## config.mk

```make
export PLATFORM = sky130hd
export DESIGN_NAME = hfm_ctrl
export DESIGN_NICKNAME = d
export VERILOG_FILES = /design/src/hdl/hfm_pkg.sv /design/src/hdl/hfm_ctrl.sv
export SDC_FILE = /design/constraint.sdc
export NUM_CORES = 1
export LEC_CHECK = 0
export BUFFER_PORTS_ARGS = -buffer_cell sky130_fd_sc_hd__buf_2
export CAP_MARGIN = 20
export CORE_MARGIN = 1
export CORE_UTILIZATION = 45
export CTS_CLUSTER_DIAMETER = 60
export DETAILED_ROUTE_END_ITERATION = 6
export GPL_ROUTABILITY_DRIVEN = 0
export PLACE_DENSITY = 0.68
export SLEW_MARGIN = 20
export SYNTH_ARGS = -nofsm -noshare
export SYNTH_HDL_FRONTEND = slang
export SYNTH_SLANG_ARGS = --single-unit
```

## constraint.sdc

```tcl
create_clock -name clk_i -period 2.8 [get_ports clk_i]
set_input_delay 0.14 -clock clk_i [delete_from_list [all_inputs] [get_ports clk_i]]
set_output_delay 0.14 -clock clk_i [all_outputs]
set_load 0.01 [all_outputs]
```

## src/hdl/hfm_pkg.sv

```systemverilog
// Shared types, codes and helpers of the heightfield triangle mesher.
`timescale 1ns / 1ps
package hfm_pkg;

  typedef enum logic [2:0] {
    ST_IDLE,
    ST_LOAD,
    ST_CROSS,
    ST_SQ,
    ST_RT,
    ST_DV,
    ST_EMIT
  } state_e;

  typedef enum logic [3:0] {
    OP_NONE,
    OP_ACCEPT,
    OP_LOAD,
    OP_CROSS,
    OP_SQ,
    OP_RT,
    OP_DV,
    OP_EMIT
  } op_e;

  typedef struct packed {
    op_e        op;
    logic       half;
    logic [5:0] step;
  } cmd_t;

  typedef struct packed {
    logic has_result;
    logic out_free;
  } sts_t;

  localparam logic [1:0] CFG_ROW_LENGTH  = 2'd0;
  localparam logic [1:0] CFG_ROW_COUNT   = 2'd1;
  localparam logic [1:0] CFG_CELL_WIDTH  = 2'd2;
  localparam logic [1:0] CFG_CELL_HEIGHT = 2'd3;

  localparam logic [5:0] SQ_LAST = 6'd8;
  localparam logic [5:0] RT_LAST = 6'd40;
  localparam logic [5:0] DV_LAST = 6'd47;

  localparam logic [81:0] RT_TOP = 82'(1) << 80;

  // Turn a magnitude quotient into a saturated Q1.15 component.
  function automatic logic [15:0] finish_comp(logic [15:0] q, logic neg, logic zero);
    logic [15:0] r;
    if (zero) begin
      r = 16'd0;
    end else if (neg) begin
      r = ~q + 16'd1;
    end else if (q[15]) begin
      r = 16'h7FFF;
    end else begin
      r = q;
    end
    return r;
  endfunction

endpackage

```

## src/hdl/hfm_ctrl.sv

```systemverilog
// Sequencing state machine of the heightfield triangle mesher.
`timescale 1ns / 1ps
module hfm_ctrl (
  input  logic          clk_i,
  input  logic          rst_ni,
  input  logic          in_valid_i,
  output logic          in_ready_o,
  input  hfm_pkg::sts_t sts_i,
  output hfm_pkg::cmd_t cmd_o
);

  hfm_pkg::state_e state_q, state_d;
  logic [5:0]      step_q, step_d;
  logic            half_q, half_d;

  always_ff @(posedge clk_i or negedge rst_ni) begin
    if (!rst_ni) begin
      state_q <= hfm_pkg::ST_IDLE;
      step_q  <= 6'd0;
      half_q  <= 1'b0;
    end else begin
      state_q <= state_d;
      step_q  <= step_d;
      half_q  <= half_d;
    end
  end

  always_comb begin
    state_d = state_q;
    step_d  = step_q;
    half_d  = half_q;
    unique case (state_q)
      hfm_pkg::ST_IDLE: begin
        if (in_valid_i) state_d = hfm_pkg::ST_LOAD;
      end
      hfm_pkg::ST_LOAD: begin
        half_d  = 1'b0;
        state_d = sts_i.has_result ? hfm_pkg::ST_CROSS : hfm_pkg::ST_IDLE;
      end
      hfm_pkg::ST_CROSS: begin
        state_d = hfm_pkg::ST_SQ;
        step_d  = 6'd0;
      end
      hfm_pkg::ST_SQ: begin
        if (step_q == hfm_pkg::SQ_LAST) begin
          state_d = hfm_pkg::ST_RT;
          step_d  = 6'd0;
        end else begin
          step_d = step_q + 6'd1;
        end
      end
      hfm_pkg::ST_RT: begin
        if (step_q == hfm_pkg::RT_LAST) begin
          state_d = hfm_pkg::ST_DV;
          step_d  = 6'd0;
        end else begin
          step_d = step_q + 6'd1;
        end
      end
      hfm_pkg::ST_DV: begin
        if (step_q == hfm_pkg::DV_LAST) begin
          state_d = hfm_pkg::ST_EMIT;
        end else begin
          step_d = step_q + 6'd1;
        end
      end
      hfm_pkg::ST_EMIT: begin
        if (sts_i.out_free) begin
          if (!half_q) begin
            half_d  = 1'b1;
            state_d = hfm_pkg::ST_CROSS;
          end else begin
            state_d = hfm_pkg::ST_IDLE;
          end
        end
      end
      default: state_d = hfm_pkg::ST_IDLE;
    endcase
  end

  always_comb begin
    cmd_o.op   = hfm_pkg::OP_NONE;
    cmd_o.half = half_q;
    cmd_o.step = step_q;
    in_ready_o = 1'b0;
    unique case (state_q)
      hfm_pkg::ST_IDLE: begin
        in_ready_o = 1'b1;
        if (in_valid_i) cmd_o.op = hfm_pkg::OP_ACCEPT;
      end
      hfm_pkg::ST_LOAD:  cmd_o.op = hfm_pkg::OP_LOAD;
      hfm_pkg::ST_CROSS: cmd_o.op = hfm_pkg::OP_CROSS;
      hfm_pkg::ST_SQ:    cmd_o.op = hfm_pkg::OP_SQ;
      hfm_pkg::ST_RT:    cmd_o.op = hfm_pkg::OP_RT;
      hfm_pkg::ST_DV:    cmd_o.op = hfm_pkg::OP_DV;
      hfm_pkg::ST_EMIT: begin
        if (sts_i.out_free) cmd_o.op = hfm_pkg::OP_EMIT;
      end
      default: cmd_o.op = hfm_pkg::OP_NONE;
    endcase
  end

endmodule

```

== Yosys cells after proc, flatten, opt, wreduce, memory -nomap -nowiden ==
Index checks and enable logic that the tools add are counted.
Cells by class
  add/sub/neg operators: 1
  equality and inequality tests: 15
  mux-type cells: 18
  reductions and logical operators: 6
Operator list (number)
  one-hot mux 4 bit (7 select lines): 1
  one-hot mux 6 bit (4 select lines): 1
  one-hot mux 3 bit (7 select lines): 1
  two-way mux 3 bit: 6
  two-way mux 6 bit: 3
  == test 6 bit, second input constant: 2
  inequality test 2 bit, second input constant: 6
  == test 3 bit, second input constant: 3
  adder 6 x 1 -> 6 bit, second input constant: 1
  == test 3 x 2 -> 1 bit, second input constant: 2
  == test 6 x 4 -> 1 bit, second input constant: 1
  AND reduction 5 bit: 1
  two-way mux 2 bit: 2
  AND reduction 2 bit: 2
  nonzero test 4 bit: 1
  == test 3 x 1 -> 1 bit, second input constant: 1
  logical NOT 3 bit: 1
  two-way mux 1 bit: 3
  one-hot mux 1 bit (2 select lines): 1
  nonzero test 2 bit: 1
Word-level totals
  register bits after elaboration: 10
  input port bits: 5
  output and inout port bits: 12
  word-level logic and storage cells: 43

== Longest topological paths before layout ==
  word-level depth: 3
  gate-level depth with buffers: 6
  mapped depth without buffers: 6

== Worst setup path after synthesis ==
OpenSTA, ideal clock, no wires.
  path type: reg-to-reg
  start: register step_q[0]
  end: register state_q[0]
  setup time: 0.128 ns
  arrival: 1.641 ns
  data required time: 2.672 ns
  setup slack: 1.032 ns
  cell stages (with the launch flop): 7
  buffers on the path: 0
  clock period less this slack: 1.768 ns
  path through: dfrtp_1 > inv_1 > ha_1 > and4bb_4 > nand3_4 > a311oi_2 > mux2_1
On the way
  longest elaborated chain between the ends: 3
  elaborated cells between the ends (all ways): 7
  those cells by class: eq/ne (6); reduce/logical (1)
RTL lines
  start: declaration: line hfm_ctrl.sv:13  | logic [5:0] step_q, step_d;
  start signal: assignment: line hfm_ctrl.sv:23  | step_q <= step_d;
  == test 6 bit (tied with other cells): line hfm_ctrl.sv:61  | if (step_q == hfm_pkg::DV_LAST) begin
  inequality test 2 bit (no source line)
  AND reduction 5 bit (no source line) *
  end signal: assignment: line hfm_ctrl.sv:18  | state_q <= hfm_pkg::ST_IDLE;
  end signal: assignment: line hfm_ctrl.sv:22  | state_q <= state_d;
  end: declaration: line hfm_ctrl.sv:12  | hfm_pkg::state_e state_q, state_d;
Mark *: on every way between the ends. The rest lies on a longest branch, timed or not.
A chain may end at the register's enable or synchronous reset.

== Worst setup path in the final report ==
Ends and elaborated chain as after synthesis.

==> results.md <==
- Top_reg_cell synth: dfrtp_1
- Placed cell areas: 831 um2
- PwrDens: ~320 nW/um2
- Final WL: approximately 1700 um
- Die area: 1930 um2
- Initial drt markers: 13
- DRT Pass-1 Iters: 6
- Syn Nets: just under 100
- Rows: 14
- Layout Nets: 114
- Number of synthesized flops with an enable pin: 0
- Worst vdd ir: roughly 0.00018 V
- Cts repair resizes: 0
- CTS tree: done
- Layout area overhead: 10.7%
- Number of nets still failing antenna checks after routing: 0
- DIE HEIGHT: 44.0 um
- Vias per std cell: 5.85
- CP endpoint kind: register
- Sequential area share after synthesis: 31.6%
- Final Max Slew Viols: 0
- DRC Markers: 1
- CP max FO: 7
- Number of synthesized register bits: 10
- Final HPWL DP: 1260 um
- # setup viols final: 0
- Status: finished, violations left
- CTS Sinks: 10
- Buffers added on ports: 15
- CTS clock-pin slew for the worst setup and hold paths: 0.06 ns
- Post-route cell area: 877 um2
- WP data arrival: a little under 2 ns
- Worst EP required: 2.95 ns
- Fmax: ~550 MHz
- Number of global-route vias before repair: 629
- RSZ-0062 raised after global routing: false
- CTS buffer count: 3
- Clock Root Buffer: clkbuf_4
- # diodes: 0
- Static Leak: 0.393 nW
- H-tree depth: 1
- Worst-Skew Late Latency: 0.27 ns
- Layout fillers: 163
- Slack of the critical path: 0.968 ns
- Total negative slack: 0 ns
- Post-Synthesis Cells: 92
- Yosys warning total: 0
- Synth cell types: 34
- Total gr overflow: 0
- Final Skew: 0.00308 ns
- Asr flop ratio synth: 100%
- Core area: approximately 1600 um2
- Crit path time final: 1.83 ns
- Fin crit share: between 60% and 70%
- CTS Buffer Depth: 2
- Initial antenna violation count: 0
- Max-Cap Viols: 0
- IO Pins: 17
- Largest net degree at the start of global routing: 17
- Min-delay worst type: in -> reg
- Worst setup path class: reg -> reg
- Die X: 44.0 um
- Mapped Area: 792 um2
- Final Hold Vio Count: 0
- Wirelength per Cell: 13.6 um
- Crit path launch type: register
- Initial Util: 50.2%
- First-pass GRT wire length: between 2000 and 3000 um
- Setup WS pre-CTS: around 1 ns
- Failing checks: design-rule violations
- Share of cells above drive strength 1: roughly a quarter
- Gr usage total: about a fifth
- Vias: 714
- Synthesized area per cell: 8.61 um2
state kept, by name (all words and copies together) (netlist names):
signal,flops
step_q,6
half_q,1
state_q,3
final cells by class:
cell class,instances,area (um2),share of cell area [%]
Clock buffer,4,36.3,4.14
Multi-Input combinational cell,68,455,51.9
Sequential cell,10,250,28.5
Timing Repair Buffer,16,85.1,9.70
Tap cell,16,20.0,2.28
Inverter,8,30.0,3.42
cells in the final DEF (no fill, tap or decap), drive strengths merged, types with 3 or more instances in the layout:
cell / count
o22ai: 3
nor2: 4
clkbuf: 4
buf: 15
nand2b: 3
inv: 8
nor3: 3
o211ai: 4
nand3: 3
a21oi: 4
o21ai: 9
dfrtp: 10
nand2: 11
nand3b: 3
cell usage after synthesis, types with 2 or more instances:
cell type / number / area share, %
nor3_1: 3 / 1.9
o21ai_0: 9 / 5.7
nor2_1: 4 / 1.9
nand2_1: 11 / 5.2
inv_1: 8 / 3.8
buf_4: 3 / 2.8
o211ai_1: 4 / 3.8
dfrtp_1: 10 / 32
nand3b_1: 3 / 2.8
a22o_1: 2 / 2.2
o22ai_1: 3 / 2.4
nand2b_1: 3 / 2.4
nand4_1: 2 / 1.6
nand3_1: 2 / 1.3
buf_6: 3 / 4.3
ha_1: 2 / 3.2
a21oi_1: 3 / 1.9
timing repair:
action,CTS,global route
buffers inserted,0,0
endpoints found under the hold margin,10,0
hold buffers,1,0
worst paths after layout:
| path | startpoint | endpoint | slack (ns) | depth (start not counted) |
|---|---|---|---|---|
| max | step_q[0]$_DFFE_PN0P_ | state_q[0]$_DFFE_PN0P_ | 0.97 | 5 |
| max in group asynchronous | rst_ni | state_q[0]$_DFFE_PN0P_ | 2.35 | 2 |
| max reg2reg | step_q[0]$_DFFE_PN0P_ | state_q[0]$_DFFE_PN0P_ | 0.97 | 5 |
| min in group asynchronous | rst_ni | step_q[0]$_DFFE_PN0P_ | 0.26 | 2 |
| min | sts_i[0] | state_q[2]$_DFFE_PN0P_ | 0.21 | 4 |
| min reg2reg | half_q$_DFFE_PN0P_ | half_q$_DFFE_PN0P_ | 0.58 | 2 |
routing by layer:
| layer | global-route usage [%] | share of wire, % |
|---|---|---|
| met1 | 25.4 | 50 |
| met2 | 28.7 | 43 |
| met3 | 7.50 | 5.4 |
| met4 | 6.67 | 1.1 |
| met5 | 0 | 0 |
report_power, final:
part	internal (W)	switching, W
clock	0.0000791	0.0000497
combinational	0.00000317	0.00000578
sequential	0.000144	0
total	0.000227	0.0000554
stage by stage:
stage / std cells / utilization, % / hold slack [ns] / total power [W]
after floorplan: 92 / - / -0.156 / 0.000150
after global placement: 117 / 52.7 / 0.0114 / 0.000155
after detailed placement: 117 / 52.7 / 0.0120 / 0.000155
after CTS: 122 / 55.6 / 0.209 / 0.000286
after global routing: 122 / 55.6 / 0.272 / 0.000293
final: 122 / 55.6 / 0.205 / 0.000282
worst max-delay path, stage by stage, from the launching register on:
cell and delay (ns):
dfrtp_1 0.44, ha_1 0.26, and4b_2 0.30, nand2_1 0.08
a311oi_2 0.30, mux2_1 0.35
cells by family (layout without fill, tap and decap cells):
logic type | count (synthesis) | in the layout | synth area share [%]
other cells | 1 | 1 | 0.473
compound gates | 29 | 29 | 26.1
xor+xnor | 1 | 1 | 1.11
fa+ha+maj | 2 | 2 | 3.16
mux | 1 | 1 | 1.42
buf+inv | 14 | 28 | 10.9
flops | 10 | 10 | 31.6
simple gates | 34 | 34 | 25.3
No activity file was read; power rests on OpenSTA's default activity.
